`config.mk`:
```
export PLATFORM = sky130hd
export DESIGN_NAME = combinatorics_count_unit_flat
export DESIGN_NICKNAME = d
export VERILOG_FILES = /design/src/rtl/ccu_pkg.sv /design/src/rtl/ccu_req_if.sv /design/src/rtl/ccu_rsp_if.sv /design/src/rtl/combinatorics_count_unit.sv /design/src/flat_wrapper.sv
export SDC_FILE = /design/constraint.sdc
export NUM_CORES = 1
export LEC_CHECK = 0
export BUFFER_PORTS_ARGS = -buffer_cell sky130_fd_sc_hd__buf_2
export CELL_PAD_IN_SITES_DETAIL_PLACEMENT = 1
export CELL_PAD_IN_SITES_GLOBAL_PLACEMENT = 1
export CORE_ASPECT_RATIO = 0.6
export CORE_UTILIZATION = 55
export CTS_CLUSTER_SIZE = 20
export DETAILED_ROUTE_END_ITERATION = 16
export PLACE_DENSITY = 0.87
export SLEW_MARGIN = 0
export SYNTH_ARGS = -nofsm -noshare
export SYNTH_HDL_FRONTEND = slang
export SYNTH_SLANG_ARGS = --single-unit
```
`constraint.sdc`:
```
create_clock -name clk -period 12.9 [get_ports clk]
set_input_delay 0.645 -clock clk [delete_from_list [all_inputs] [get_ports clk]]
set_output_delay 0.645 -clock clk [all_outputs]
set_load 0.005 [all_outputs]
```
`src/rtl/ccu_pkg.sv`:
```
// Shared constants for the combinatorics count unit: field widths, command
// and status codes, and the default result width. No dependencies.
package ccu_pkg;

  localparam int CMD_W = 3;
  localparam int CNT_W = 8;
  localparam int STATUS_W = 2;
  localparam int RESULT_BITS_DEF = 31;

  localparam logic [CMD_W-1:0] CMD_FACT = 3'd0;
  localparam logic [CMD_W-1:0] CMD_ARRANGE = 3'd1;
  localparam logic [CMD_W-1:0] CMD_CHOOSE = 3'd2;
  localparam logic [CMD_W-1:0] CMD_POWER = 3'd3;
  localparam logic [CMD_W-1:0] CMD_MULTISET = 3'd4;

  localparam logic [STATUS_W-1:0] ST_OK = 2'd0;
  localparam logic [STATUS_W-1:0] ST_INVALID = 2'd1;
  localparam logic [STATUS_W-1:0] ST_OVERFLOW = 2'd2;

endpackage

```
`src/rtl/ccu_req_if.sv`:
```
// Request channel of the combinatorics count unit: valid/ready and the
// command with its two counts. Depends on ccu_pkg.
interface ccu_req_if;
  logic valid;
  logic ready;
  logic [ccu_pkg::CMD_W-1:0] cmd;
  logic [ccu_pkg::CNT_W-1:0] n;
  logic [ccu_pkg::CNT_W-1:0] k;

  modport source (output valid, output cmd, output n, output k, input ready);
  modport sink (input valid, input cmd, input n, input k, output ready);
endinterface

```
`src/rtl/ccu_rsp_if.sv`:
```
// Response channel of the combinatorics count unit: valid/ready, the count
// and its status. Depends on ccu_pkg.
interface ccu_rsp_if #(
  parameter int RESULT_BITS = ccu_pkg::RESULT_BITS_DEF
);
  logic valid;
  logic ready;
  logic [RESULT_BITS-1:0] value;
  logic [ccu_pkg::STATUS_W-1:0] status;

  modport source (output valid, output value, output status, input ready);
  modport sink (input valid, input value, input status, output ready);
endinterface

```
`src/rtl/combinatorics_count_unit.sv`:
```
// Exact factorial, arrangement, combination, power and multiset counts.
// Depends on ccu_pkg, ccu_req_if and ccu_rsp_if.
//
//   channel  dir  payload                 beat when
//   req      in   cmd[2:0] n[7:0] k[7:0]  req.valid && req.ready
//   rsp      out  value[RB-1:0] status    rsp.valid && rsp.ready
//
// One item at a time; req.ready is high only while the sequencer is idle.
// Invalid or trivial items go from idle straight to S_FIN and then to the
// output register. Falling products and powers run one multiply step per
// count (cnt = n or k) on the shared RB x 9 multiplier. Combinations run
// j = min(k, m - k) steps, each a multiply then a restoring division by the
// step index, one quotient bit a cycle. Overflow ends the loop at once.
// rsp is a held output register; a stalled rsp blocks only the final step.
// Synchronous reset clears the sequencer and the output valid.
module combinatorics_count_unit #(
  parameter int RESULT_BITS = ccu_pkg::RESULT_BITS_DEF
) (
  input logic clk,
  input logic rst,
  ccu_req_if.sink req,
  ccu_rsp_if.source rsp
);

  localparam int RB = RESULT_BITS;
  localparam int PW = RB + 9;
  localparam int BW = $clog2(PW + 1);

  typedef enum logic [3:0] {
    S_IDLE = 4'b0001,
    S_MUL = 4'b0010,
    S_DIV = 4'b0100,
    S_FIN = 4'b1000
  } state_t;

  state_t state, state_next;
  logic [RB-1:0] acc, acc_next;
  logic [8:0] fac, fac_next;
  logic [7:0] cnt, cnt_next;
  logic [7:0] divr, divr_next;
  logic [PW-1:0] dvd, dvd_next;
  logic [7:0] rem, rem_next;
  logic [BW-1:0] bcnt, bcnt_next;
  logic is_binom, is_binom_next;
  logic is_power, is_power_next;
  logic [RB-1:0] res_val, res_val_next;
  logic [1:0] res_st, res_st_next;
  logic ov, ov_next;
  logic [RB-1:0] oval, oval_next;
  logic [1:0] ost, ost_next;

  // setup decode
  logic [8:0] m9, mk9, j9;
  logic k_gt_n, invalid, trivial;
  logic [7:0] cnt_ld;
  // shared datapath
  logic [PW-1:0] prod;
  logic [8:0] rem_sh;
  logic ge;
  logic [PW-1:0] quo;
  logic out_free;

  assign prod = PW'(acc) * PW'(fac);
  assign rem_sh = {rem, dvd[PW-1]};
  assign ge = rem_sh >= {1'b0, divr};
  assign quo = {dvd[PW-2:0], ge};
  assign out_free = !ov || rsp.ready;

  always_comb begin
    k_gt_n = req.k > req.n;
    m9 = (req.cmd == ccu_pkg::CMD_MULTISET) ?
         9'({1'b0, req.n} + {1'b0, req.k} - 9'd1) : {1'b0, req.n};
    mk9 = m9 - {1'b0, req.k};
    j9 = ({1'b0, req.k} > mk9) ? mk9 : {1'b0, req.k};
    invalid = 1'b0;
    trivial = 1'b0;
    cnt_ld = req.k;
    unique case (req.cmd)
      ccu_pkg::CMD_FACT: cnt_ld = req.n;
      ccu_pkg::CMD_ARRANGE: invalid = k_gt_n;
      ccu_pkg::CMD_CHOOSE: begin
        invalid = k_gt_n;
        cnt_ld = j9[7:0];
      end
      ccu_pkg::CMD_POWER: trivial = req.n == '0;
      ccu_pkg::CMD_MULTISET: begin
        trivial = req.n == '0;
        cnt_ld = j9[7:0];
      end
      default: invalid = 1'b1;
    endcase
  end

  always_comb begin
    state_next = state;
    acc_next = acc;
    fac_next = fac;
    cnt_next = cnt;
    divr_next = divr;
    dvd_next = dvd;
    rem_next = rem;
    bcnt_next = bcnt;
    is_binom_next = is_binom;
    is_power_next = is_power;
    res_val_next = res_val;
    res_st_next = res_st;
    ov_next = ov && !rsp.ready;
    oval_next = oval;
    ost_next = ost;

    unique case (state)
      S_IDLE: begin
        if (req.valid) begin
          acc_next = RB'(1);
          fac_next = (req.cmd == ccu_pkg::CMD_POWER) ? {1'b0, req.n} : m9;
          cnt_next = cnt_ld;
          divr_next = 8'd1;
          is_binom_next = (req.cmd == ccu_pkg::CMD_CHOOSE) ||
                          (req.cmd == ccu_pkg::CMD_MULTISET);
          is_power_next = req.cmd == ccu_pkg::CMD_POWER;
          res_val_next = RB'(1);
          res_st_next = ccu_pkg::ST_OK;
          if (invalid) begin
            res_val_next = '0;
            res_st_next = ccu_pkg::ST_INVALID;
            state_next = S_FIN;
          end else if (trivial) begin
            res_val_next = RB'(req.k == '0);
            state_next = S_FIN;
          end else if (cnt_ld == '0) begin
            state_next = S_FIN;
          end else begin
            state_next = S_MUL;
          end
        end
      end
      S_MUL: begin
        if (is_binom) begin
          dvd_next = prod;
          rem_next = '0;
          bcnt_next = BW'(PW);
          state_next = S_DIV;
        end else if (prod[PW-1:RB] != '0) begin
          res_val_next = '0;
          res_st_next = ccu_pkg::ST_OVERFLOW;
          state_next = S_FIN;
        end else begin
          acc_next = prod[RB-1:0];
          cnt_next = cnt - 8'd1;
          if (!is_power) fac_next = fac - 9'd1;
          if (cnt == 8'd1) begin
            res_val_next = prod[RB-1:0];
            state_next = S_FIN;
          end
        end
      end
      S_DIV: begin
        // one restoring quotient bit per cycle; the division is exact
        rem_next = ge ? 8'(rem_sh - {1'b0, divr}) : rem_sh[7:0];
        dvd_next = quo;
        bcnt_next = bcnt - BW'(1);
        if (bcnt == BW'(1)) begin
          if (quo[PW-1:RB] != '0) begin
            res_val_next = '0;
            res_st_next = ccu_pkg::ST_OVERFLOW;
            state_next = S_FIN;
          end else begin
            acc_next = quo[RB-1:0];
            cnt_next = cnt - 8'd1;
            fac_next = fac - 9'd1;
            divr_next = divr + 8'd1;
            if (cnt == 8'd1) begin
              res_val_next = quo[RB-1:0];
              state_next = S_FIN;
            end else begin
              state_next = S_MUL;
            end
          end
        end
      end
      S_FIN: begin
        // hold until the output register is free
        if (out_free) begin
          ov_next = 1'b1;
          oval_next = res_val;
          ost_next = res_st;
          state_next = S_IDLE;
        end
      end
      default: state_next = S_IDLE;
    endcase
  end

  always_ff @(posedge clk) begin
    if (rst) begin
      state <= S_IDLE;
      ov <= 1'b0;
    end else begin
      state <= state_next;
      ov <= ov_next;
    end
    acc <= acc_next;
    fac <= fac_next;
    cnt <= cnt_next;
    divr <= divr_next;
    dvd <= dvd_next;
    rem <= rem_next;
    bcnt <= bcnt_next;
    is_binom <= is_binom_next;
    is_power <= is_power_next;
    res_val <= res_val_next;
    res_st <= res_st_next;
    oval <= oval_next;
    ost <= ost_next;
  end

  assign req.ready = state == S_IDLE;
  assign rsp.valid = ov;
  assign rsp.value = oval;
  assign rsp.status = ost;

  a_zero_on_error: assert property (@(posedge clk) disable iff (rst)
    rsp.valid && rsp.status != ccu_pkg::ST_OK |-> rsp.value == '0)
    else $error("nonzero value with error status");

  a_rem_below_div: assert property (@(posedge clk) disable iff (rst)
    state == S_DIV |-> rem < divr && divr != '0)
    else $error("divider remainder out of range");

  a_bad_cmd_fin: assert property (@(posedge clk) disable iff (rst)
    req.valid && req.ready && req.cmd > ccu_pkg::CMD_MULTISET |=> state == S_FIN)
    else $error("bad command did not finish at once");

  a_fin_loads_out: assert property (@(posedge clk) disable iff (rst)
    state == S_FIN && (!rsp.valid || rsp.ready) |=> rsp.valid && state == S_IDLE)
    else $error("finished result not moved to output");

endmodule

```
`src/flat_wrapper.sv`:
```
// flat-port wrapper written by rule: the top's interface ports become plain ports
module combinatorics_count_unit_flat 
#(
  parameter int RESULT_BITS = ccu_pkg::RESULT_BITS_DEF
)
  (clk, rst, req_valid, req_cmd, req_n, req_k, req_ready, rsp_valid, rsp_value, rsp_status, rsp_ready);
  ccu_req_if req_i ();
  ccu_rsp_if #(.RESULT_BITS(RESULT_BITS)) rsp_i ();
  input logic clk;
  input logic rst;
  input wire logic [$bits(req_i.valid)-1:0] req_valid;
  input wire logic [$bits(req_i.cmd)-1:0] req_cmd;
  input wire logic [$bits(req_i.n)-1:0] req_n;
  input wire logic [$bits(req_i.k)-1:0] req_k;
  output wire logic [$bits(req_i.ready)-1:0] req_ready;
  output wire logic [$bits(rsp_i.valid)-1:0] rsp_valid;
  output wire logic [$bits(rsp_i.value)-1:0] rsp_value;
  output wire logic [$bits(rsp_i.status)-1:0] rsp_status;
  input wire logic [$bits(rsp_i.ready)-1:0] rsp_ready;
  assign req_i.valid = req_valid;
  assign req_i.cmd = req_cmd;
  assign req_i.n = req_n;
  assign req_i.k = req_k;
  assign req_ready = req_i.ready;
  assign rsp_valid = rsp_i.valid;
  assign rsp_value = rsp_i.value;
  assign rsp_status = rsp_i.status;
  assign rsp_i.ready = rsp_ready;
  combinatorics_count_unit #(.RESULT_BITS(RESULT_BITS)) u_core (.clk(clk), .rst(rst), .req(req_i), .rsp(rsp_i));
endmodule
```
==> metrics, run 1 <==
status=finished clean; Initial Util=approximately 56%; Max-cap violations=0; CTS Hold Bufs=0; Routed WL=about 59000 um; Post-synth top flop=edfxtp_1; GPL Wtd Cong=0.973; post-layout min period=approximately 8000 ps; total global-route track usage=around 36%; first-pass GRT wire length=between 90000 and 100000 um; Die ar.=roughly 0.034 mm^2; die height=between 100 and 150 um; Post-CTS Resized=0; clk sinks=183; Synth Register Bits=183; Clock Pin Slew Worst Setup and Hold Paths=approximately 70 ps; synth warn=0; Worst EP required=about 13000 ps; Worst Hold Class=input port to flop; count of input and output buffers=57; final instance area=around 0.020 mm^2; clk buf depth=2; Core Area=roughly 0.033 mm^2; syn_nets=2273; post-synth top area share=29.0%; Post-Syn Area=approximately 0.018 mm^2; Seq/Total Area, Yosys=29.5%; Hold Violations, Final=0; slew margin rel.=13.5%; placed insts=approximately 2400; Final setup viols=0; area grow syn2layout=7.27%; asr flop ratio synth=0%; Setup TNS=0 ps; Post-CTS Setup Repair Bufs=0; largest area contributor in the netlist=edfxtp_1; worst skew pair latency=approximately 460 ps; Non-Filler Instances=around 2400; Wirelength per Cell=approximately 25 um; Inserted Clock Buffers=17; crit path max fanout=36; Final Skew=14.5 ps; syn_area_per_cell=about 9.6 um^2; Via density=about 6.2; dpl cell area=0.0192 mm^2; Final period util=between 60 and 70%; htree depth=4; initial antenna violation count=1; RSZ-0062 raised after global routing=no; Worst EP arrival=roughly 8100 ps; fin nets=roughly 2300; CP Capture Type=flop; Slew Limit Fails=0; vias in the first global route=between 15000 and 20000; grt ovf=0; FP Rows=51; Synth area leaders=edfxtp_1 29%, fa_1 22%, ha_1 7.7%; crit path launch type=flop; root buf cell=clkbuf_16; Post-Route Utilization=60.5%; die width=approximately 240 um; pin count of the biggest net entering global routing=slightly above 70; Unique masters post-synth=a little over 70; Post-synth EDFFs=178; number of placed I/O pins=just under 60; routed via count=approximately 15000; highest clock rate=about 0.13 GHz; initial drt markers=approximately 1500; detailed-placement wirelength estimate=about 44000 um; DRC Markers=0; CTS tree=built; share of cells above drive strength 1=6.75%; First-pass DRT Iterations=9; actual slew at the worst max-slew pin=about 1300 ps; Post-DRT Antenna Nets=0; synth cell count leaders=289 x inv_1, 246 x nand2_1, 207 x fa_1, 181 x and2_1, 178 x edfxtp_1; Syn Inst Count=about 1900; critical path type=flop to flop; # diodes=0; count leader, synth=inv_1
## layer usage
layer / GRT usage (%) / vias to the layer above / share of wire [%]
met3: 6.40 / 95 / 8.2
met4: 9.82 / 0 / 2.2
met2: 60.2 / 737 / 48
li1: - / 6398 / -
met5: 0 / - / 0
met1: 47.7 / 7749 / 41
## layout by cell type, fill, tap and decap left out, types with 7 or more instances in the layout
cell type | Yosys | layout
o21ai_0 | 109 | 109
a211oi_1 | 7 | 7
a21oi_1 | 65 | 65
xnor2_1 | 43 | 43
nor4_1 | 9 | 9
ha_1 | 113 | 113
fa_1 | 207 | 207
inv_1 | 289 | 289
o211ai_1 | 8 | 8
buf_2 | 6 | 57
mux2i_1 | 11 | 11
edfxtp_1 | 178 | 178
nor2b_1 | 9 | 8
nand3b_1 | 7 | 7
nand4_1 | 12 | 12
nor2_1 | 90 | 89
a31oi_1 | 7 | 7
clkbuf_16 | 0 | 17
nand3_1 | 23 | 23
a222oi_1 | 7 | 7
o21a_1 | 7 | 7
o21bai_1 | 10 | 10
and2_1 | 181 | 181
a2111oi_0 | 7 | 7
nand2b_1 | 13 | 13
nor3_1 | 26 | 26
buf_4 | 0 | 20
xor2_1 | 26 | 26
o31ai_1 | 35 | 35
nand2_1 | 246 | 245
a21o_1 | 14 | 14
## through the flow
step | hold WS [ps] | setup WS [ps]
finish | 407 | 4930
global route | 398 | 4540
CTS | 395 | 5080
detailed placement | 406 | 5120
global placement | 403 | 5650
floorplan | 400 | 4140
## flip-flops by register name, summed over array words and instances, names as in the netlist, 2 cells and up
signal	cells
u_core.acc	31
u_core.state	4
u_core.res_val	31
u_core.bcnt	6
u_core.rem	8
u_core.dvd	40
u_core.fac	9
u_core.cnt	8
u_core.rsp.status	2
u_core.divr	8
u_core.rsp.value	31
u_core.res_st	2
## critical path: stages (launching register included)
cell,delay (ps)
edfxtp_1,370
buf_4,450
nand2_1,150
fa_1,600
inv_1,70
fa_1,480
fa_1,550
inv_1,50
fa_1,490
inv_1,50
ha_1,380
a21oi_1,300
o211ai_1,250
a2111oi_0,700
nor3_1,210
or3_1,390
a211oi_1,360
nand3b_1,120
buf_4,270
a221oi_4,830
buf_4,490
## kinds of logic after synthesis
logic type	count (synthesis)	share of synthesized area [%]
muxes	14	0.780
DFF	183	29.5
buffers and inverters	372	7.65
xor gates and xnor gates	69	3.27
AOI/OAI and AO/OA	317	11.0
adders and majority gates	320	30.1
and+or+nand+nor	655	17.7
## cell type report
class | instances | area, um^2
repair buffers | 77 | 435
inverters | 289 | 1080
clock inverters | 13 | 189
clock buffers | 19 | 433
multi-input cells | 1375 | 11600
fillers | 3707 | 12900
flip-flops and latches | 183 | 5450
well taps | 450 | 563
## worst paths after layout
path	from	end	slack, ps	depth (start not counted)
worst max-delay path	u_core.fac[0]	u_core.acc[6]	4930	20
worst min-delay path	rst	u_core.rsp.valid	410	2
worst max register to register	u_core.fac[0]	u_core.acc[6]	4930	20
worst min register to register	u_core.res_val[19]	u_core.rsp.value[19]	420	0
Power of run 1 is left out: the tool's default activity adds up to more than one toggle a clock period on the data nets, which glitch-free logic cannot reach.
==> inputs of run 2 (changes only) <==
--- a/config.mk
+++ b/config.mk
@@ -9,10 +9,10 @@
 export CELL_PAD_IN_SITES_DETAIL_PLACEMENT = 1
 export CELL_PAD_IN_SITES_GLOBAL_PLACEMENT = 1
 export CORE_ASPECT_RATIO = 0.6
-export CORE_UTILIZATION = 55
+export CORE_UTILIZATION = 51
 export CTS_CLUSTER_SIZE = 20
 export DETAILED_ROUTE_END_ITERATION = 16
-export PLACE_DENSITY = 0.87
+export PLACE_DENSITY = 0.82
 export SLEW_MARGIN = 0
 export SYNTH_ARGS = -nofsm -noshare
 export SYNTH_HDL_FRONTEND = slang
==> constraint.sdc (replaced) <==
create_clock -name clk -period 7.9 [get_ports clk]
set_input_delay 0.395 -clock clk [delete_from_list [all_inputs] [get_ports clk]]
set_output_delay 0.395 -clock clk [all_outputs]
set_load 0.005 [all_outputs]
==> metrics, run 2 (same netlist as run 1, synthesis figures left out) <==
status=finished clean; Post-Route Utilization=~56%; CP Capture Type=flop; count of input and output buffers=between 50 and 60; max reg flops=40; number of placed I/O pins=58; DRC Markers=0; RSZ-0062 raised after global routing=no; pin count of the biggest net entering global routing=72; htree depth=4; Final setup viols=0; critical path type=flop to flop; Worst EP arrival=7680 ps; Clock Pin Slew Worst Setup and Hold Paths=about 80 ps; crit path max fanout=30; area grow syn2layout=8.01%; CTS tree=built; critical-path cell list=nand2_1 > fa_1 > inv_1 > fa_1 > fa_1 > inv_1 > fa_1 > inv_1 > ha_1 > nand2_1 > o211ai_1 > nor4_1 > o21a_1 > nor3_1 > o21ai_0 > a211oi_1 > nand3b_1 > a221oi_4 > buf_4; post-layout min period=between 7000 and 8000 ps; final instance area=0.0199 mm^2; Core Area=roughly 0.035 mm^2; initial antenna violation count=3; crit path launch type=flop; Worst Hold Class=input port to flop; Via density=approximately 6; clk buf depth=2; root buf cell=clkbuf_16; delay-heaviest family, CP=adder cells; initial drt markers=approximately 1300; share of cells above drive strength 1=between 7 and 8%; commonest non-fill, non-tap cell in the layout=inv_1; Final period util=96.0%; Inserted Clock Buffers=17; Post-CTS Resized=0; Max-cap violations=0; first-pass GRT wire length=around 90000 um; detailed-placement wirelength estimate=between 40000 and 50000 um; die height=149 um; Max stage delay cell, worst path=edfxtp_1; vias in the first global route=15700; Initial Util=52.2%; FP Rows=53; dpl cell area=0.0193 mm^2; actual slew at the worst max-slew pin=around 1400 ps; Routed WL=~57000 um; Final Skew=roughly 16 ps; CP most frequent cell=fa_1; Worst EP required=around 8000 ps; CTS Hold Bufs=0; Slew Limit Fails=0; First-pass DRT Iterations=8; Die ar.=approximately 0.037 mm^2; Wirelength per Cell=approximately 23 um; Post-DRT Antenna Nets=0; total global-route track usage=~32%; Setup TNS=0 ps; grt ovf=0; worst skew pair latency=~450 ps; routed via count=approximately 15000; Worst path max stage delay=around 1200 ps; die width=about 250 um; Buf+Inv Stages, Crit Path=4; most frequent cells in the layout=289 x inv_1, 245 x nand2_1, 207 x fa_1; Hold Violations, Final=0; Largest Register=u_core.dvd; highest clock rate=between 0.1 and 0.15 GHz; Post-CTS Setup Repair Bufs=0; fin nets=~2300; GPL Wtd Cong=0.961; clk sinks=roughly 180; slew margin rel.=5.73%
## run 2: changes by cell type in the layout (fill, tap and decap cells not counted), sizes merged
cell,delta
buf,+11
bufinv,-3
clkbuf,-2
clkinv,+2
clkinvlp,+1
diode,+1
inv,+2
## run 2: worst paths after layout
kind	start	to	slack, ps	depth (start not counted)
worst min register to register	u_core.res_val[26]	u_core.rsp.value[26]	420	0
worst max register to register	u_core.fac[4]	u_core.acc[10]	320	19
worst max-delay path	u_core.fac[4]	u_core.acc[10]	320	19
worst min-delay path	rst	u_core.rsp.valid	150	2
## run 2: per-stage QoR
stage          hold WS, ps  std cells  setup slack, ps
3_5_place_dp           409       2401              444
5_1_grt                157       2434             28.1
4_1_cts                139       2433              315
3_3_place_gp           401       2401              633
2_1_floorplan          400       1930              433
6_report               150       2435              318
## run 2: area by class of cell
cell class              count  area [um^2]
clock buffers              17          425
fillers                  4025        15400
repair buffers             88          563
well taps                 467          584
diodes                      1         2.50
multi-input cells        1375        11600
flip-flops and latches    183         5450
clock inverters            15          183
inverters                 289         1080
## run 2: layer usage
metal	routed length, um	track usage, %
met5	27	0
met4	1280	8.47
met3	4170	7.12
met2	25800	50.8
met1	25800	45.3
Power of run 2 is left out for the same reason.
